[config.mk]
export PLATFORM = sky130hd
export DESIGN_NAME = clock_replacement_doc_cache_top
export DESIGN_NICKNAME = d
export VERILOG_FILES = /design/src/rtl/crdc_pkg.sv /design/src/rtl/crdc_datapath.sv /design/src/rtl/crdc_ctrl.sv /design/src/rtl/clock_replacement_doc_cache_top.sv
export VERILOG_INCLUDE_DIRS = /design/src /design/src/rtl
export SDC_FILE = /design/constraint.sdc
export NUM_CORES = 2
export LEC_CHECK = 0
export BUFFER_PORTS_ARGS = -buffer_cell sky130_fd_sc_hd__buf_2
export CAP_MARGIN = 30
export CORE_UTILIZATION = 55
export DETAILED_ROUTE_END_ITERATION = 8
export MAX_ROUTING_LAYER = met4
export PLACE_DENSITY_LB_ADDON = 0.05
export SYNTH_ARGS = -nofsm -noshare
export SYNTH_HDL_FRONTEND = slang
export SYNTH_HIERARCHICAL = 1
export SYNTH_SLANG_ARGS = --single-unit
[constraint.sdc]
create_clock -name i_clk -period 7.56 [get_ports i_clk]
set_input_delay 0.756 -clock i_clk [delete_from_list [all_inputs] [get_ports i_clk]]
set_output_delay 0.756 -clock i_clk [all_outputs]
set_load 0.02 [all_outputs]
[src/rtl/clock_replacement_doc_cache_top_assert.svh]
// Assertion helpers used by the cache controller.
`ifndef CLOCK_REPLACEMENT_DOC_CACHE_TOP_ASSERT_SVH
`define CLOCK_REPLACEMENT_DOC_CACHE_TOP_ASSERT_SVH

// Consequent holds in the same cycle.
`define CRDC_ASSERT_NOW(lbl, ante, cons, msg) \
    lbl: assert property (@(posedge i_clk) disable iff (!i_rst_n) (ante) |-> (cons)) \
        else $error(msg);

// Consequent holds in the next cycle.
`define CRDC_ASSERT_NEXT(lbl, ante, cons, msg) \
    lbl: assert property (@(posedge i_clk) disable iff (!i_rst_n) (ante) |=> (cons)) \
        else $error(msg);

`endif

[src/rtl/crdc_pkg.sv]
`timescale 1ns / 1ps
package crdc_pkg;

    localparam int SLOTS   = 16;
    localparam int SLOT_W  = (SLOTS > 1) ? $clog2(SLOTS) : 1;
    localparam int KEY_W   = 64;
    localparam int HANDLE_W = 32;
    localparam int REV_W   = 32;
    localparam int USED_W  = 4;

    localparam logic CFG_PRECACHE_ALL    = 1'b0;
    localparam logic CFG_CACHE_NOT_FOUND = 1'b1;

    typedef enum logic [1:0] {
        ACT_LOOKUP = 2'd0,
        ACT_FILL   = 2'd1,
        ACT_CHANGE = 2'd2,
        ACT_ERASE  = 2'd3
    } t_action;

    typedef enum logic [2:0] {
        OP_REPORT,
        OP_TOUCH,
        OP_ABSENT,
        OP_STORE,
        OP_ERASE,
        OP_IDLE
    } t_op;

    typedef struct packed {
        logic load;
        logic match;
        logic sweep;
        logic apply;
        t_op  op;
    } t_cmd;

    typedef struct packed {
        logic    hit;
        logic    sweep_free;
        t_action action;
        logic    not_found;
        logic    is_idle;
    } t_status;

endpackage

[src/rtl/crdc_datapath.sv]
`timescale 1ns / 1ps
module crdc_datapath (
    input  logic                          i_clk,
    input  logic                          i_rst_n,
    input  crdc_pkg::t_cmd                i_cmd,
    output crdc_pkg::t_status             o_status,
    input  logic [1:0]                    i_action,
    input  logic [crdc_pkg::KEY_W-1:0]    i_doc_key,
    input  logic [crdc_pkg::HANDLE_W-1:0] i_doc_handle,
    input  logic [crdc_pkg::REV_W-1:0]    i_doc_revision,
    input  logic                          i_is_deleted,
    input  logic                          i_not_found,
    input  logic                          i_is_idle,
    output logic                          o_hit,
    output logic                          o_absent_mark,
    output logic [crdc_pkg::HANDLE_W-1:0] o_found_handle,
    output logic                          o_stale_rejected,
    output logic                          o_evicted,
    output logic [crdc_pkg::USED_W-1:0]   o_slot_used
);

    localparam int S  = crdc_pkg::SLOTS;
    localparam int SW = crdc_pkg::SLOT_W;

    logic [S-1:0]                    r_valid;
    logic [S-1:0]                    r_acc;
    logic [S-1:0]                    r_absent;
    logic [crdc_pkg::KEY_W-1:0]      r_key    [S];
    logic [crdc_pkg::HANDLE_W-1:0]   r_handle [S];
    logic [crdc_pkg::REV_W-1:0]      r_rev    [S];
    logic [SW-1:0]                   r_hand;

    // latched transaction
    crdc_pkg::t_action               r_in_act;
    logic [crdc_pkg::KEY_W-1:0]      r_in_key;
    logic [crdc_pkg::HANDLE_W-1:0]   r_in_handle;
    logic [crdc_pkg::REV_W-1:0]      r_in_rev;
    logic                            r_in_del;
    logic                            r_in_nf;
    logic                            r_in_idle;

    logic                            r_hit;
    logic [SW-1:0]                   r_idx;
    logic                            r_took;
    logic [SW-1:0]                   r_take_idx;
    logic                            r_take_ev;

    logic                            match_any;
    logic [SW-1:0]                   match_idx;
    logic [SW-1:0]                   n_hand;
    logic                            hand_free;

    logic [SW-1:0]                   sidx;
    logic                            show;
    logic                            used_en;
    logic                            hit_out;
    logic                            stale;
    logic                            wr_slot;
    logic                            n_abs;
    logic [crdc_pkg::HANDLE_W-1:0]   n_handle;
    logic [crdc_pkg::REV_W-1:0]      n_rev;

    always_comb begin
        match_any = 1'b0;
        match_idx = '0;
        for (int i = S - 1; i >= 0; i--) begin
            if (r_valid[i] && (r_key[i] == r_in_key)) begin
                match_any = 1'b1;
                match_idx = SW'(i);
            end
        end
    end

    assign n_hand    = (r_hand == SW'(S - 1)) ? '0 : r_hand + 1'b1;
    assign hand_free = !r_valid[r_hand] || !r_acc[r_hand];

    assign o_status.hit        = r_hit;
    assign o_status.sweep_free = hand_free;
    assign o_status.action     = r_in_act;
    assign o_status.not_found  = r_in_nf;
    assign o_status.is_idle    = r_in_idle;

    always_comb begin
        sidx     = r_took ? r_take_idx : r_idx;
        show     = 1'b0;
        hit_out  = r_hit;
        stale    = 1'b0;
        wr_slot  = 1'b0;
        n_abs    = r_absent[sidx];
        n_handle = r_handle[sidx];
        n_rev    = r_rev[sidx];
        case (i_cmd.op)
            crdc_pkg::OP_REPORT,
            crdc_pkg::OP_TOUCH: begin
                show = r_hit;
            end
            crdc_pkg::OP_ABSENT: begin
                show     = 1'b1;
                wr_slot  = 1'b1;
                n_abs    = 1'b1;
                n_handle = '0;
                if (!r_hit) begin
                    n_rev = '0;
                end
            end
            crdc_pkg::OP_STORE: begin
                show = 1'b1;
                if (!r_hit || (r_in_rev > r_rev[sidx])) begin
                    wr_slot  = 1'b1;
                    n_abs    = r_in_del;
                    n_handle = r_in_del ? '0 : r_in_handle;
                    n_rev    = r_in_rev;
                end else begin
                    stale = 1'b1;
                end
            end
            crdc_pkg::OP_ERASE: begin
                show = 1'b0;
            end
            crdc_pkg::OP_IDLE: begin
                hit_out = 1'b0;
            end
            default: begin
                show = 1'b0;
            end
        endcase
        used_en = show || ((i_cmd.op == crdc_pkg::OP_ERASE) && r_hit);
    end

    // control state: valid, accessed, hand, match and sweep results
    always_ff @(posedge i_clk) begin
        if (!i_rst_n) begin
            r_valid <= '0;
            r_acc   <= '0;
            r_hand  <= '0;
            r_took  <= 1'b0;
            r_hit   <= 1'b0;
        end else begin
            if (i_cmd.load) begin
                r_took <= 1'b0;
            end
            if (i_cmd.match) begin
                r_hit <= match_any;
            end
            if (i_cmd.sweep) begin
                r_hand <= n_hand;
                if (hand_free) begin
                    r_took <= 1'b1;
                end else begin
                    r_acc[r_hand] <= 1'b0;
                end
            end
            if (i_cmd.apply) begin
                if (r_took) begin
                    r_valid[sidx] <= 1'b1;
                    r_acc[sidx]   <= 1'b0;
                end
                if (i_cmd.op == crdc_pkg::OP_TOUCH) begin
                    r_acc[sidx] <= 1'b1;
                end
                if ((i_cmd.op == crdc_pkg::OP_ERASE) && r_hit) begin
                    r_valid[sidx] <= 1'b0;
                    r_acc[sidx]   <= 1'b0;
                end
            end
        end
    end

    always_ff @(posedge i_clk) begin
        if (i_cmd.load) begin
            r_in_act    <= crdc_pkg::t_action'(i_action);
            r_in_key    <= i_doc_key;
            r_in_handle <= i_doc_handle;
            r_in_rev    <= i_doc_revision;
            r_in_del    <= i_is_deleted;
            r_in_nf     <= i_not_found;
            r_in_idle   <= i_is_idle;
        end
        if (i_cmd.match) begin
            r_idx <= match_idx;
        end
        if (i_cmd.sweep && hand_free) begin
            r_take_idx <= r_hand;
            r_take_ev  <= r_valid[r_hand];
        end
        if (i_cmd.apply) begin
            if (r_took) begin
                r_key[sidx] <= r_in_key;
            end
            if (wr_slot) begin
                r_absent[sidx] <= n_abs;
                r_handle[sidx] <= n_handle;
                r_rev[sidx]    <= n_rev;
            end
            o_hit            <= hit_out;
            o_absent_mark    <= show ? n_abs : 1'b0;
            o_found_handle   <= (show && !n_abs) ? n_handle : '0;
            o_stale_rejected <= stale;
            o_evicted        <= r_took && r_take_ev;
            o_slot_used      <= used_en ? crdc_pkg::USED_W'(sidx) : '0;
        end
    end

endmodule

[src/rtl/crdc_ctrl.sv]
`timescale 1ns / 1ps
module crdc_ctrl (
    input  logic                 i_clk,
    input  logic                 i_rst_n,
    input  logic                 i_start,
    output logic                 o_busy,
    output logic                 o_done,
    input  logic                 i_cfg_we,
    input  logic                 i_cfg_idx,
    input  logic                 i_cfg_data,
    input  crdc_pkg::t_status    i_status,
    output crdc_pkg::t_cmd       o_cmd
);

    typedef enum logic [2:0] {
        S_IDLE,
        S_MATCH,
        S_DECIDE,
        S_SWEEP,
        S_APPLY
    } t_state;

    t_state          r_state;
    crdc_pkg::t_op   r_op;
    logic            r_done;
    logic            r_precache;
    logic            r_cache_nf;
    crdc_pkg::t_op   n_op;
    logic            n_take;

    always_ff @(posedge i_clk) begin
        if (!i_rst_n) begin
            r_precache <= 1'b0;
            r_cache_nf <= 1'b0;
        end else if (i_cfg_we) begin
            case (i_cfg_idx)
                crdc_pkg::CFG_PRECACHE_ALL:    r_precache <= i_cfg_data;
                crdc_pkg::CFG_CACHE_NOT_FOUND: r_cache_nf <= i_cfg_data;
                default:                       r_precache <= r_precache;
            endcase
        end
    end

    always_comb begin
        n_op   = crdc_pkg::OP_REPORT;
        n_take = 1'b0;
        case (i_status.action)
            crdc_pkg::ACT_LOOKUP: begin
                n_op = i_status.hit ? crdc_pkg::OP_TOUCH : crdc_pkg::OP_REPORT;
            end
            crdc_pkg::ACT_FILL: begin
                if (i_status.not_found) begin
                    if (r_cache_nf) begin
                        n_op   = crdc_pkg::OP_ABSENT;
                        n_take = !i_status.hit;
                    end
                end else begin
                    n_op   = crdc_pkg::OP_STORE;
                    n_take = !i_status.hit;
                end
            end
            crdc_pkg::ACT_CHANGE: begin
                if (i_status.is_idle) begin
                    n_op = crdc_pkg::OP_IDLE;
                end else if (r_precache || i_status.hit) begin
                    n_op   = crdc_pkg::OP_STORE;
                    n_take = !i_status.hit;
                end
            end
            crdc_pkg::ACT_ERASE: begin
                n_op = crdc_pkg::OP_ERASE;
            end
            default: begin
                n_op = crdc_pkg::OP_REPORT;
            end
        endcase
    end

    always_ff @(posedge i_clk) begin
        if (!i_rst_n) begin
            r_state <= S_IDLE;
            r_op    <= crdc_pkg::OP_REPORT;
            r_done  <= 1'b0;
        end else begin
            r_done <= 1'b0;
            case (r_state)
                S_IDLE: begin
                    if (i_start) begin
                        r_state <= S_MATCH;
                    end
                end
                S_MATCH: begin
                    r_state <= S_DECIDE;
                end
                S_DECIDE: begin
                    r_op    <= n_op;
                    r_state <= n_take ? S_SWEEP : S_APPLY;
                end
                S_SWEEP: begin
                    // hand passes accessed slots, clearing them
                    if (i_status.sweep_free) begin
                        r_state <= S_APPLY;
                    end
                end
                S_APPLY: begin
                    r_done  <= 1'b1;
                    r_state <= S_IDLE;
                end
                default: begin
                    r_state <= S_IDLE;
                end
            endcase
        end
    end

    assign o_busy      = (r_state != S_IDLE);
    assign o_done      = r_done;
    assign o_cmd.load  = (r_state == S_IDLE) && i_start;
    assign o_cmd.match = (r_state == S_MATCH);
    assign o_cmd.sweep = (r_state == S_SWEEP);
    assign o_cmd.apply = (r_state == S_APPLY);
    assign o_cmd.op    = r_op;

`include "clock_replacement_doc_cache_top_assert.svh"

    `CRDC_ASSERT_NEXT(a_accept_busy, o_cmd.load, o_busy, "accepted transaction did not go busy")
    `CRDC_ASSERT_NEXT(a_apply_done, o_cmd.apply, o_done, "apply without result strobe")
    `CRDC_ASSERT_NOW(a_done_idle, o_done, !o_busy, "result strobe while busy")
    `CRDC_ASSERT_NEXT(a_sweep_exit, o_cmd.sweep && i_status.sweep_free, o_cmd.apply,
                      "free slot found but no apply")

endmodule

[src/rtl/clock_replacement_doc_cache_top.sv]
// A transaction passes from accept through the match and decide states, an optional sweep state
// for a new key in which the clock hand visits slots until one is free, and the apply state.
// One transaction is in flight at a time; start is taken in the o_done cycle.
// The sweep is bound by the hand examining one slot per cycle.
// o_done is high for a single cycle and cannot be stalled; results hold until the next apply.
// Reset (synchronous, active low) empties all slots, clears accessed bits, hand and config.
`timescale 1ns / 1ps
module clock_replacement_doc_cache_top (
    input  logic                          i_clk,
    input  logic                          i_rst_n,
    input  logic                          start,
    output logic                          busy,
    output logic                          o_done,
    input  logic                          i_cfg_we,
    input  logic                          i_cfg_idx,
    input  logic                          i_cfg_data,
    input  logic [1:0]                    i_action,
    input  logic [crdc_pkg::KEY_W-1:0]    i_doc_key,
    input  logic [crdc_pkg::HANDLE_W-1:0] i_doc_handle,
    input  logic [crdc_pkg::REV_W-1:0]    i_doc_revision,
    input  logic                          i_is_deleted,
    input  logic                          i_not_found,
    input  logic                          i_is_idle,
    output logic                          o_hit,
    output logic                          o_absent_mark,
    output logic [crdc_pkg::HANDLE_W-1:0] o_found_handle,
    output logic                          o_stale_rejected,
    output logic                          o_evicted,
    output logic [crdc_pkg::USED_W-1:0]   o_slot_used
);

    crdc_pkg::t_cmd    cmd;
    crdc_pkg::t_status status;

    crdc_ctrl u_ctrl (
        .i_clk      (i_clk),
        .i_rst_n    (i_rst_n),
        .i_start    (start),
        .o_busy     (busy),
        .o_done     (o_done),
        .i_cfg_we   (i_cfg_we),
        .i_cfg_idx  (i_cfg_idx),
        .i_cfg_data (i_cfg_data),
        .i_status   (status),
        .o_cmd      (cmd)
    );

    crdc_datapath u_dp (
        .i_clk            (i_clk),
        .i_rst_n          (i_rst_n),
        .i_cmd            (cmd),
        .o_status         (status),
        .i_action         (i_action),
        .i_doc_key        (i_doc_key),
        .i_doc_handle     (i_doc_handle),
        .i_doc_revision   (i_doc_revision),
        .i_is_deleted     (i_is_deleted),
        .i_not_found      (i_not_found),
        .i_is_idle        (i_is_idle),
        .o_hit            (o_hit),
        .o_absent_mark    (o_absent_mark),
        .o_found_handle   (o_found_handle),
        .o_stale_rejected (o_stale_rejected),
        .o_evicted        (o_evicted),
        .o_slot_used      (o_slot_used)
    );

endmodule
==> impl_metrics.ini <==
[synthesis]
yosys.cell_types.count = 82
yosys_warnings = 6
synth_cells = 5090
synth_area_leaders = edfxtp_1, mux4_2, xor2_1
syn-num-nets = 5269
synth_top_area_share_pct = 73.0
synth_edf_count = 2246
synth_ff_type = edfxtp_1
synth-async-reset-ratio_pct = 0
synth.avg_cell_area_sq_um = 18.2
syn_area_sq_um = 92400
ys_seq_area_share_pct = 74.0
synth_top_area_cell = edfxtp_1
ys_ff_latch = 2293

[critical_path]
crit_chain = mux2_8 -> buf_4 -> mux4_2 -> mux2_2 -> o21ai_1 -> ha_1 -> nand4_1 -> a21oi_1 -> o311ai_1 -> a2111oi_4 -> nor2_2 -> nand2_1 -> nand3_2 -> buf_4 -> nor2_4 -> buf_4
cp_data_required_time_ns = 8.05
timing.rr.end = u_dp/r_rev[2][30]
worstSetupStartpointType = flip-flop
worst_path_most_repeated_cell = buf_4
critPathLaunch = u_dp/r_took
rrSetupSlack_ns = 1.15
cp_slowest_cell = mux2_8
worstReg2RegStart = u_dp/r_took
cp.arrival_ns = 6.89
cp-end-kind = flip-flop
critPathMaxStageDelay_ns = 0.72
crit_fanout = 62
ff2ff_path_depth = 16
path_class = flip-flop to flip-flop

[sta]
rsz0062_at_grt = no
layout_setup_ws_ns = 1.15
setup_viol = 0
fin_worst_skew_ns = 0.0251
slew_viol_final = 0
tightest_slew_ns = 1.05
clock.fmax_mhz = 156
fin_crit_sh_pct = 84.8
finalSetupTns_ns = 0
finalHoldViolCount = 0
maxSlewHeadroom_pct = 29.4
period_minus_slack_ns = 6.41

[clock_tree]
cts_root_buffer = clkbuf_16
numCtsBuffers = 227
clock-sinks = 2293
clock_path_buffers = 3
cts_resized = 0
clkLatencyLatePin_ns = 0.87
ctsHoldBuffers = 0
clk_pin_slew_worst_paths_ns = 0.06
postCtsSetupBuffers = 0
cts_max_level = 4
cts_tree = yes

[floorplanning]
initial_core_util_pct = 55.3
die_y_um = 412
rows = 150
die_area_sq_um = 170000
die_w_um = 412
io_pins = 181
core-area_sq_um = 167000

[grt]
grt_pass1_wl_um = 350000
overflow = 0
grt_max_degree = 120
busiest_layer = met2
grt_pass1_vias = 48100
antenna_found_initial = 6
met3_usage_pct = 3.91
use_met2_pct = 48.6
gr-usage-all-layers_pct = 30.2
use_met1_pct = 40.4

[flow_run]
maxCapViolCount = 0

[placed_design]
place.gp.congestion = 0.942
io_buffers = 180
dp_hpwl_um = 146000
preCtsSetupSlack_ns = 0.998

[routing]
finalWirelength_um = 247000
wl_per_cell_um = 31.3
first_pass_iters = 5
vias_per_cell = 6.21
drc_errors = 0
drt.antenna.violating_nets = 0
num_vias = 48900
drtIter0Drc = 5132

[min_path]
min_to = u_dp/r_in_handle[22]
hold_path_depth = 1
hp-start = i_doc_handle[22]
hp-class = input port to flip-flop

[cells_and_area]
syn2layout_area_growth_pct = 12.9
ff_latch_area_sq_um = 68400
layout-drive-gt1-share_pct = 19.3
final_nets = 5663
multi_input_area_sq_um = 22800
mostFrequentLayoutCells = edfxtp_1, xor2_1, xnor2_1
final_common_cell = edfxtp_1
fill_cells = 11900

[power_and_ir_drop]
leakage_nw = 33.8
ir_drop_v = 0.000256
p_per_area_nw_per_um2 = 275
p_total_mw = 28.6

[outcome]
status = completed
## registers in the layout, indices dropped and copies added, names as in the netlist, 2 cells and up
| register | flops |
|---|---|
| u_dp/r_valid | 16 |
| u_dp/r_key | 1024 |
| u_dp/r_in_handle | 32 |
| u_ctrl/r_op | 3 |
| u_dp/r_acc | 16 |
| u_dp/r_idx | 4 |
| u_dp/o_slot_used | 4 |
| u_dp/r_handle | 512 |
| u_ctrl/r_state | 3 |
| u_dp/r_in_key | 64 |
| u_dp/r_in_rev | 32 |
| u_dp/r_absent | 16 |
| u_dp/r_rev | 512 |
| u_dp/r_in_act | 2 |
| u_dp/o_found_handle | 32 |
| u_dp/r_hand | 4 |
| u_dp/r_take_idx | 4 |
## worst max-delay path, delay by kind of cell, from the launching register on
kind | cells | cell delay [ns]
buf+inv | 3 | 1.36
mux | 3 | 1.52
flops | 1 | 0.33
simple gates | 5 | 1.23
compound gates | 4 | 1.24
fa+ha+maj | 1 | 0.20
## power by group
part           switching [mW]  internal (mW)
combinational            2.08           1.05
clock                    4.70           6.15
sequential              0.123           14.5
total                    6.91           21.7
## cell type report
| cell class | instances | area share (%) |
|---|---|---|
| flip-flops and latches | 2293 | 65.5 |
| multi-input cells | 2452 | 21.8 |
| clock buffers | 301 | 5.77 |
| repair buffers | 415 | 2.87 |
| well taps | 2204 | 2.64 |
| clock inverters | 116 | 0.995 |
| inverters | 95 | 0.342 |
| diodes | 3 | 0.00720 |
## kinds of logic after synthesis
family,synth area share (%)
mux,8.09
buf+inv,1.74
flops,74.0
fa+ha+maj,0.541
compound gates,3.37
simple gates,4.62
xor+xnor,7.66
## Yosys cell counts, types with 47 or more instances
library cell,n
xor2_1,416
dfxtp_1,47
inv_1,88
nor2_1,76
edfxtp_1,2246
o21ai_0,70
mux2i_1,101
xnor2_1,392
nand2b_1,71
nor4_1,152
nand4_1,129
clkbuf_1,75
mux4_2,270
nand2_1,178
buf_2,117
## worst max path at each step
stage                                    end  slack (ns)  cells past startpoint
after global placement    u_dp/r_rev[11][13]        1.00                     16
after floorplan             u_dp/r_absent[0]        0.42                     17
after global routing       u_dp/r_rev[2][30]        0.82                     16
after detailed placement   u_dp/r_rev[2][17]         1.0                     17
final                      u_dp/r_rev[2][30]        1.15                     16
after CTS                  u_dp/r_rev[2][30]        0.96                     17
## layer usage
layer | up-vias | routed length (um)
li1 | 20800 | -
met1 | 25600 | 101000
met2 | 2039 | 122000
met3 | 417 | 15900
met4 | 0 | 7860
met5 | - | 0
## metrics by stage
stage | hold WS (ns) | instance area [sq um] | utilization, % | std cells
finish | 0.0614 | 104000 | 62.5 | 7879
global route | 0.0347 | 104000 | 62.5 | 7877
CTS | 0.00983 | 104000 | 62.4 | 7873
detailed placement | 0.500 | 97200 | 58.2 | 7456
global placement | 0.494 | 97100 | 58.1 | 7448
floorplan | 0.406 | 92400 | - | 5090
Power figures use the tool's default switching activity.
